### config.mk
export PLATFORM = sky130hd
export DESIGN_NAME = scoped_binding_register_allocator_core
export DESIGN_NICKNAME = d
export VERILOG_FILES = /design/src/rtl/core/sab_pkg.sv /design/src/rtl/core/scoped_binding_register_allocator_core.sv /design/src/rtl/core/sab_front.sv /design/src/rtl/core/sab_back.sv
export VERILOG_INCLUDE_DIRS = /design/src /design/src/rtl/core
export SDC_FILE = /design/constraint.sdc
export NUM_CORES = 1
export LEC_CHECK = 0
export BUFFER_PORTS_ARGS = -buffer_cell sky130_fd_sc_hd__buf_2
export CELL_PAD_IN_SITES_DETAIL_PLACEMENT = 2
export CELL_PAD_IN_SITES_GLOBAL_PLACEMENT = 2
export CORE_ASPECT_RATIO = 1.1
export CORE_MARGIN = 1.5
export CORE_UTILIZATION = 48
export DETAILED_ROUTE_END_ITERATION = 12
export MAX_ROUTING_LAYER = met4
export PLACE_DENSITY_LB_ADDON = 0.2
export SYNTH_ARGS = -nofsm -noshare
export SYNTH_HDL_FRONTEND = slang
export SYNTH_HIERARCHICAL = 1
export SYNTH_SLANG_ARGS = --single-unit
### constraint.sdc
create_clock -name clock -period 6.5 [get_ports clock]
set_input_delay 0.65 -clock clock [delete_from_list [all_inputs] [get_ports clock]]
set_output_delay 0.65 -clock clock [all_outputs]
set_load 0.005 [all_outputs]
### src/rtl/core/scoped_binding_register_allocator_core_defines.svh
// assertion macros for the scoped binding register allocator
// used by the top level only; expects signals named clock and reset in scope
`ifndef SCOPED_BINDING_REGISTER_ALLOCATOR_CORE_DEFINES_SVH
`define SCOPED_BINDING_REGISTER_ALLOCATOR_CORE_DEFINES_SVH

// condition must hold at every clock edge out of reset
`define SAB_ASSERT_HOLDS(label, cond) \
   label: assert property (@(posedge clock) disable iff (reset) (cond)) \
      else $error("sab invariant failed");

// consequent must hold in the same cycle as the antecedent
`define SAB_ASSERT_IMPLY(label, ante, cons) \
   label: assert property (@(posedge clock) disable iff (reset) (ante) |-> (cons)) \
      else $error("sab implication failed");

`endif

### src/rtl/core/sab_pkg.sv
// shared types and constants for the scoped binding register allocator
// no dependencies; imported by sab_front, sab_back and the top level
package sab_pkg;

   localparam int REQ_CODE_BITS = 3;
   localparam int REQ_KEY_BITS  = 16;
   localparam int RSP_REG_BITS  = 6;
   localparam int TEMP_BITS     = 16;

   // binding kinds as stored in the stack
   localparam logic KIND_VAR  = 1'b0;
   localparam logic KIND_TEMP = 1'b1;

   // request codes on the input channel
   typedef enum logic [REQ_CODE_BITS-1:0] {
      RQ_BIND_VAR    = 3'd0,
      RQ_BIND_TEMP   = 3'd1,
      RQ_UNBIND_VAR  = 3'd2,
      RQ_UNBIND_TEMP = 3'd3,
      RQ_LOOKUP      = 3'd4,
      RQ_HAS         = 3'd5,
      RQ_FRESH_TEMP  = 3'd6
   } req_code_type;

   // result status codes
   typedef enum logic [2:0] {
      ST_OK           = 3'd0,
      ST_EMPTY        = 3'd1,
      ST_WRONG_KIND   = 3'd2,
      ST_KEY_MISMATCH = 3'd3,
      ST_UNBOUND      = 3'd4,
      ST_FULL         = 3'd5
   } status_type;

   // classified operation handed from front to back
   typedef enum logic [2:0] {
      OP_NOP,
      OP_BIND,
      OP_UNBIND,
      OP_FIND,
      OP_FRESH
   } op_type;

   // back end sequencer states
   typedef enum logic [2:0] {
      BK_IDLE,
      BK_ALLOC,
      BK_POP_CHK,
      BK_FIND,
      BK_DONE
   } back_state_type;

   typedef struct packed {
      logic [REQ_CODE_BITS-1:0] req_type;
      logic [REQ_KEY_BITS-1:0]  key;
   } req_beat_type;

   typedef struct packed {
      logic [RSP_REG_BITS-1:0] reg_index;
      logic                    found;
      logic [TEMP_BITS-1:0]    temp_number;
      status_type              status;
   } rsp_beat_type;

   typedef struct packed {
      op_type                  op;
      logic                    kind;
      logic                    miss_flag;
      logic [REQ_KEY_BITS-1:0] key;
   } cmd_type;

   typedef struct packed {
      logic    valid;
      cmd_type cmd;
   } queue_head_type;

   typedef struct packed {
      logic busy;
      logic stack_full;
   } back_stat_type;

endpackage

### src/rtl/core/scoped_binding_register_allocator_core.sv
// Scoped binding register allocator. Requests are classified and held in a two-beat command
// queue, so the request side keeps flowing while the back end works; a result register lets
// the back end finish while the previous result still waits. The back end runs one command at
// a time. Fresh temp, unknown codes, bind on a full stack and unbind on an empty stack go
// straight to the done state; an unbind reads the top entry and checks it in the pop-check
// state; a bind walks the free-register search, which tests one index per cycle upward from
// register zero; lookup and has scan the bindings one entry per cycle from the top, as the
// binding memory has a single read port, and stop on a hit. No clearing pass is needed after reset.
// Depends on sab_pkg, sab_front, sab_back and the assertion macro header.
`include "scoped_binding_register_allocator_core_defines.svh"

module scoped_binding_register_allocator_core import sab_pkg::*; #(
   parameter int STACK_DEPTH = 32,
   parameter int KEY_BITS    = 16
) (
   input  logic         clock,
   input  logic         reset,
   input  logic         req_valid,
   output logic         req_ready,
   input  req_beat_type req_data,
   output logic         rsp_valid,
   input  logic         rsp_ready,
   output rsp_beat_type rsp_data
);

   queue_head_type q_head;
   logic           q_pop;
   back_stat_type  bk_stat;

   // accept and classify
   sab_front #(
      .KEY_BITS (KEY_BITS)
   ) u_front (
      .clock     (clock),
      .reset     (reset),
      .req_valid (req_valid),
      .req_ready (req_ready),
      .req_data  (req_data),
      .q_head    (q_head),
      .q_pop     (q_pop)
   );

   // execute against the binding stack
   sab_back #(
      .STACK_DEPTH (STACK_DEPTH),
      .KEY_BITS    (KEY_BITS)
   ) u_back (
      .clock     (clock),
      .reset     (reset),
      .q_head    (q_head),
      .q_pop     (q_pop),
      .rsp_valid (rsp_valid),
      .rsp_ready (rsp_ready),
      .rsp_data  (rsp_data),
      .bk_stat   (bk_stat)
   );

   // checks
   `SAB_ASSERT_IMPLY(a_pop_needs_head, q_pop, q_head.valid)
   `SAB_ASSERT_IMPLY(a_pop_only_idle, q_pop, !bk_stat.busy)
   `SAB_ASSERT_IMPLY(a_found_is_ok, rsp_valid && rsp_data.found, rsp_data.status == ST_OK)
   `SAB_ASSERT_HOLDS(a_full_blocks_nothing, !(rsp_valid && rsp_data.status == ST_FULL && rsp_data.reg_index != '0))

endmodule

### src/rtl/core/sab_front.sv
// front end: accepts request beats, classifies them and queues commands
// depends on sab_pkg
module sab_front import sab_pkg::*; #(
   parameter int KEY_BITS = 16
) (
   input  logic           clock,
   input  logic           reset,
   input  logic           req_valid,
   output logic           req_ready,
   input  req_beat_type   req_data,
   output queue_head_type q_head,
   input  logic           q_pop
);

   localparam int KW          = (KEY_BITS < REQ_KEY_BITS) ? KEY_BITS : REQ_KEY_BITS;
   localparam int QUEUE_DEPTH = 2;
   localparam int PW          = $clog2(QUEUE_DEPTH);
   localparam int FW          = $clog2(QUEUE_DEPTH + 1);

   logic [REQ_KEY_BITS-1:0] key_mask;
   cmd_type                 cmd_dec;
   cmd_type                 slot_ff [QUEUE_DEPTH];
   logic [PW-1:0]           wr_ptr_ff, wr_ptr_in;
   logic [PW-1:0]           rd_ptr_ff, rd_ptr_in;
   logic [FW-1:0]           fill_ff, fill_in;
   logic                    push;

   // keys are kept to the configured key width
   assign key_mask = ~({REQ_KEY_BITS{1'b1}} << KW);

   // classify the request code
   always_comb begin
      cmd_dec.op        = OP_NOP;
      cmd_dec.kind      = KIND_VAR;
      cmd_dec.miss_flag = 1'b0;
      cmd_dec.key       = req_data.key & key_mask;
      case (req_data.req_type)
         RQ_BIND_VAR: begin
            cmd_dec.op = OP_BIND;
         end
         RQ_BIND_TEMP: begin
            cmd_dec.op   = OP_BIND;
            cmd_dec.kind = KIND_TEMP;
         end
         RQ_UNBIND_VAR: begin
            cmd_dec.op = OP_UNBIND;
         end
         RQ_UNBIND_TEMP: begin
            cmd_dec.op   = OP_UNBIND;
            cmd_dec.kind = KIND_TEMP;
         end
         RQ_LOOKUP: begin
            cmd_dec.op        = OP_FIND;
            cmd_dec.miss_flag = 1'b1;
         end
         RQ_HAS: begin
            cmd_dec.op = OP_FIND;
         end
         RQ_FRESH_TEMP: begin
            cmd_dec.op = OP_FRESH;
         end
         default: begin
            cmd_dec.op = OP_NOP;
         end
      endcase
   end

   // command queue handshake
   assign req_ready    = (fill_ff != FW'(QUEUE_DEPTH));
   assign push         = req_valid && req_ready;
   assign q_head.valid = (fill_ff != '0);
   assign q_head.cmd   = slot_ff[rd_ptr_ff];

   // pointer and fill count updates
   always_comb begin
      wr_ptr_in = push  ? wr_ptr_ff + PW'(1) : wr_ptr_ff;
      rd_ptr_in = q_pop ? rd_ptr_ff + PW'(1) : rd_ptr_ff;
      fill_in   = fill_ff + FW'(push) - FW'(q_pop);
   end

   always_ff @(posedge clock) begin
      if (reset) begin
         wr_ptr_ff <= '0;
         rd_ptr_ff <= '0;
         fill_ff   <= '0;
      end else begin
         wr_ptr_ff <= wr_ptr_in;
         rd_ptr_ff <= rd_ptr_in;
         fill_ff   <= fill_in;
      end
   end

   // queue storage
   always_ff @(posedge clock) begin
      if (push) begin
         slot_ff[wr_ptr_ff] <= cmd_dec;
      end
   end

endmodule

### src/rtl/core/sab_back.sv
// back end: binding stack memory, free-register search, lookups and result register
// depends on sab_pkg
module sab_back import sab_pkg::*; #(
   parameter int STACK_DEPTH = 32,
   parameter int KEY_BITS    = 16
) (
   input  logic           clock,
   input  logic           reset,
   input  queue_head_type q_head,
   output logic           q_pop,
   output logic           rsp_valid,
   input  logic           rsp_ready,
   output rsp_beat_type   rsp_data,
   output back_stat_type  bk_stat
);

   localparam int AW = $clog2(STACK_DEPTH);
   localparam int CW = $clog2(STACK_DEPTH + 1);
   localparam int KW = (KEY_BITS < REQ_KEY_BITS) ? KEY_BITS : REQ_KEY_BITS;
   localparam logic [CW-1:0] DEPTH_C = CW'(STACK_DEPTH);

   back_state_type       state_ff, state_in;
   logic [CW-1:0]        count_ff, count_in;
   logic [TEMP_BITS-1:0] temp_ff, temp_in;
   logic [STACK_DEPTH:0] used_ff, used_in;
   logic [CW-1:0]        cursor_ff, cursor_in;
   logic                 chk_ff, chk_in;
   cmd_type              cmd_ff, cmd_in;
   rsp_beat_type         res_ff, res_in;
   logic                 rsp_valid_ff, rsp_valid_in;
   rsp_beat_type         rsp_data_ff, rsp_data_in;

   // binding stack memory
   logic                 mem_kind [STACK_DEPTH];
   logic [KW-1:0]        mem_key  [STACK_DEPTH];
   logic [CW-1:0]        mem_reg  [STACK_DEPTH];
   logic                 rd_kind_ff;
   logic [KW-1:0]        rd_key_ff;
   logic [CW-1:0]        rd_reg_ff;
   logic [AW-1:0]        rd_addr;
   logic                 wr_en;

   cmd_type              head;
   logic                 stack_full, stack_empty;
   logic [CW-1:0]        count_dec, scan_dec;
   logic                 slot_free, rd_hit, scan_end, out_free;

   // shared conditions
   assign head        = q_head.cmd;
   assign stack_full  = (count_ff == DEPTH_C);
   assign stack_empty = (count_ff == '0);
   assign count_dec   = count_ff - CW'(1);
   assign scan_dec    = cursor_ff - CW'(1);
   assign slot_free   = !used_ff[cursor_ff];
   assign rd_hit      = chk_ff && (rd_kind_ff == KIND_VAR) && (rd_key_ff == cmd_ff.key[KW-1:0]);
   assign scan_end    = !chk_ff && (cursor_ff == '0);
   assign out_free    = !rsp_valid_ff || rsp_ready;

   // next state
   always_comb begin
      state_in = state_ff;
      case (state_ff)
         BK_IDLE: begin
            if (q_head.valid) begin
               case (head.op)
                  OP_BIND:   state_in = stack_full  ? BK_DONE : BK_ALLOC;
                  OP_UNBIND: state_in = stack_empty ? BK_DONE : BK_POP_CHK;
                  OP_FIND:   state_in = BK_FIND;
                  default:   state_in = BK_DONE;
               endcase
            end
         end
         BK_ALLOC: begin
            if (slot_free) state_in = BK_DONE;
         end
         BK_POP_CHK: begin
            state_in = BK_DONE;
         end
         BK_FIND: begin
            if (rd_hit || scan_end) state_in = BK_DONE;
         end
         BK_DONE: begin
            if (out_free) state_in = BK_IDLE;
         end
         default: begin
            state_in = BK_IDLE;
         end
      endcase
   end

   // datapath and outputs
   always_comb begin
      q_pop        = 1'b0;
      count_in     = count_ff;
      temp_in      = temp_ff;
      used_in      = used_ff;
      cursor_in    = cursor_ff;
      chk_in       = 1'b0;
      cmd_in       = cmd_ff;
      res_in       = res_ff;
      rd_addr      = count_dec[AW-1:0];
      wr_en        = 1'b0;
      rsp_valid_in = rsp_valid_ff && !rsp_ready;
      rsp_data_in  = rsp_data_ff;
      case (state_ff)
         BK_IDLE: begin
            if (q_head.valid) begin
               q_pop              = 1'b1;
               cmd_in             = head;
               res_in.reg_index   = '0;
               res_in.found       = 1'b0;
               res_in.temp_number = '0;
               res_in.status      = ST_OK;
               case (head.op)
                  OP_BIND: begin
                     cursor_in = '0;
                     if (stack_full) res_in.status = ST_FULL;
                  end
                  OP_UNBIND: begin
                     // top entry read issued here, checked next cycle
                     if (stack_empty) res_in.status = ST_EMPTY;
                  end
                  OP_FIND: begin
                     cursor_in = count_ff;
                  end
                  OP_FRESH: begin
                     res_in.temp_number = temp_ff;
                     temp_in            = temp_ff + TEMP_BITS'(1);
                  end
                  default: begin
                     res_in.status = ST_OK;
                  end
               endcase
            end
         end
         BK_ALLOC: begin
            // walk register indexes upward until one is free
            if (slot_free) begin
               wr_en              = 1'b1;
               used_in[cursor_ff] = 1'b1;
               count_in           = count_ff + CW'(1);
               res_in.reg_index   = RSP_REG_BITS'(cursor_ff);
            end else begin
               cursor_in = cursor_ff + CW'(1);
            end
         end
         BK_POP_CHK: begin
            if (rd_kind_ff != cmd_ff.kind) begin
               res_in.status = ST_WRONG_KIND;
            end else if (rd_key_ff != cmd_ff.key[KW-1:0]) begin
               res_in.status = ST_KEY_MISMATCH;
            end else begin
               res_in.reg_index   = RSP_REG_BITS'(rd_reg_ff);
               used_in[rd_reg_ff] = 1'b0;
               count_in           = count_dec;
            end
         end
         BK_FIND: begin
            // issue one read per cycle from the top down, check the previous one
            rd_addr = scan_dec[AW-1:0];
            if (cursor_ff != '0) begin
               cursor_in = scan_dec;
               chk_in    = 1'b1;
            end
            if (rd_hit) begin
               res_in.found     = 1'b1;
               res_in.reg_index = RSP_REG_BITS'(rd_reg_ff);
            end else if (scan_end && cmd_ff.miss_flag) begin
               res_in.status = ST_UNBOUND;
            end
         end
         BK_DONE: begin
            if (out_free) begin
               rsp_valid_in = 1'b1;
               rsp_data_in  = res_ff;
            end
         end
         default: begin
            chk_in = 1'b0;
         end
      endcase
   end

   // control registers
   always_ff @(posedge clock) begin
      if (reset) begin
         state_ff     <= BK_IDLE;
         count_ff     <= '0;
         temp_ff      <= '0;
         used_ff      <= '0;
         cursor_ff    <= '0;
         chk_ff       <= 1'b0;
         rsp_valid_ff <= 1'b0;
      end else begin
         state_ff     <= state_in;
         count_ff     <= count_in;
         temp_ff      <= temp_in;
         used_ff      <= used_in;
         cursor_ff    <= cursor_in;
         chk_ff       <= chk_in;
         rsp_valid_ff <= rsp_valid_in;
      end
   end

   // payload registers
   always_ff @(posedge clock) begin
      cmd_ff      <= cmd_in;
      res_ff      <= res_in;
      rsp_data_ff <= rsp_data_in;
   end

   // stack memory: one write port, one registered read port
   always_ff @(posedge clock) begin
      if (wr_en) begin
         mem_kind[count_ff[AW-1:0]] <= cmd_ff.kind;
         mem_key[count_ff[AW-1:0]]  <= cmd_ff.key[KW-1:0];
         mem_reg[count_ff[AW-1:0]]  <= cursor_ff;
      end
      rd_kind_ff <= mem_kind[rd_addr];
      rd_key_ff  <= mem_key[rd_addr];
      rd_reg_ff  <= mem_reg[rd_addr];
   end

   assign rsp_valid          = rsp_valid_ff;
   assign rsp_data           = rsp_data_ff;
   assign bk_stat.busy       = (state_ff != BK_IDLE);
   assign bk_stat.stack_full = stack_full;

endmodule
==> flow_summary.toml <==
[clock_tree]
clkLatencyLatePin_ns = 0.70
clockBufferDepth = 3
cts_setup_buffers = 0
root_buffer = "clkbuf_16"
cts_buffers = 97
cts_tree = "yes"
ctsHoldBuffers = 0
cts.sinks = 942
clkTransAtPathRegs_ns = 0.07
cts_resized = 0
htreeDepth = 3

[grt]
grt.met1_usage_pct = 43.4
grt_use_total_pct = 37.2
grt_start_max_net_pins = 121
met3_usage_pct = 5.13
antenna_found_initial = 1
first_global_vias = 28300
grt_pass1_wl_mm = 208
grt_overflow = 0
met2_usage_pct = 61.8
grt.busiest_layer = "met2"

[timing]
finalSetupViolations = 0
period_minus_slack_ns = 5.12
hold_ws_ns = 0.155
period_share_pct = 78.8
slew_viol_final = 0
layout_setup_ws_ns = 1.38
relSlewSlack_pct = 7.80
hold_viol_final = 0
worst_slew_pin_slew_ns = 1.38
tns_ns = 0
rsz0062_at_grt = "no"
max_clock_freq_mhz = 195
fin_skew_ns = 0.0275

[finish]
final_layout_size_suffix_gt1_share_pct = 12.8
fin_util_pct = 55.0
nets = 2839
largest_reg_flops = 512
syn2layout_area_growth_pct = 13.1

[routing]
drcViolationCount = 0
antenna_left = 0
drt_iter0_drc = 2950
wirelength_mm = 145
drt-vias-per-instance = 6.56
dr_total_vias = 25700
drtPass1Iterations = 6
wl_per_cell_um = 37.0

[critical_path]
cp_max_fo = 37
critPathLaunchType = "register"
worstPathArrival_ns = 5.61
crit_type = "register to register"
cp.required_ns = 6.99
end_kind = "register"
r2r_slack_ns = 1.38

[die]
core_um2 = 77500
die_w_um = 270
die-height_um = 297
dieArea_um2 = 80200
pin_count = 51
start_util_pct = 48.6
row_count = 107

[placement]
port_buffers = 50
preCtsSetupSlack_ns = 1.79
dp_hpwl_mm = 76.8
gp_congestion = 0.850

[power_and_ir_drop]
peakVddDrop_uv = 330
power.density_nw_per_um2 = 420
power_w = 0.0179
p_leak_nw = 15.2

[synthesis]
syn_area_per_cell_um2 = 13.7
syn_inst = 2740
yosysWarningCount = 6
syn_area_um2 = 37700
synth_fp_nets = 2774

[job]
max_cap_viol_count = 0

[status]
status = "finished clean"

[hold_path]
min_path_type = "input pin to register"
==> power by group <==
| group | internal, W | switching [W] |
|---|---|---|
| clock network | 0.00344 | 0.00264 |
| logic | 0.00103 | 0.00293 |
| registers | 0.00750 | 0.000350 |
| total | 0.0120 | 0.00592 |
==> layout by cell type, fill, tap and decap left out, drive strengths merged, types with 22 or more instances in the layout <==
cell type and instances:
and3 52, a31oi 91, nand2 581, mux2i 152
a311oi 22, o211ai 57, a32o 44, nand3 188
mux2 30, clkinv 37, a21oi 27, o21ai 57
nor2 72, edfxtp 848, nor3 37, clkbuf 125
buf 134, dfxtp 94, xor2 22
==> worst max-delay path, stage by stage (launching register included) <==
cell	delay, ns
dfxtp_2	0.73
buf_4	0.51
inv_2	0.15
ha_1	0.29
xnor2_1	0.18
mux2i_2	0.61
nand2_1	1.01
o211ai_1	1.13
a31oi_1	0.26
==> worst paths after layout <==
path / start / endpoint / cells past startpoint
worst max-delay path: u_back/cursor_ff[1]$_SDFFE_PP0P_ / u_back/rd_key_ff[15]$_DFF_P_ / 8
worst min-delay path: req_data[5] / u_front/slot_ff[1][5]$_DFFE_PP_ / 1
worst max register to register: u_back/cursor_ff[1]$_SDFFE_PP0P_ / u_back/rd_key_ff[15]$_DFF_P_ / 8
worst min register to register: u_back/res_ff[17]$_SDFFCE_PN0P_ / u_back/rsp_data[17]$_DFFE_PP_ / 0
==> metrics by stage <==
stage / area (um2) / cells
floorplan: 37700 / 2740
global placement: 39300 / 3741
detailed placement: 39300 / 3741
CTS: 42600 / 3923
global route: 42600 / 3924
finish: 42600 / 3924
==> area by class of cell <==
cell class,instances,area [um2]
Clock buffer,125,2610
Tap cell,1035,1290
Clock inverter,57,699
Timing Repair Buffer,134,956
Antenna cell,1,2.50
Sequential cell,942,27400
Multi-Input combinational cell,1613,9650
Fill cell,6897,34900
Inverter,17,63.8
==> layer usage <==
metal	up-vias	part of all wire, %
met4	0	6.3
met1	13600	37
met3	447	6.3
met2	1287	50
met5	-	0
li1	10400	-
Note: power is estimated with default switching activity, not from simulation.
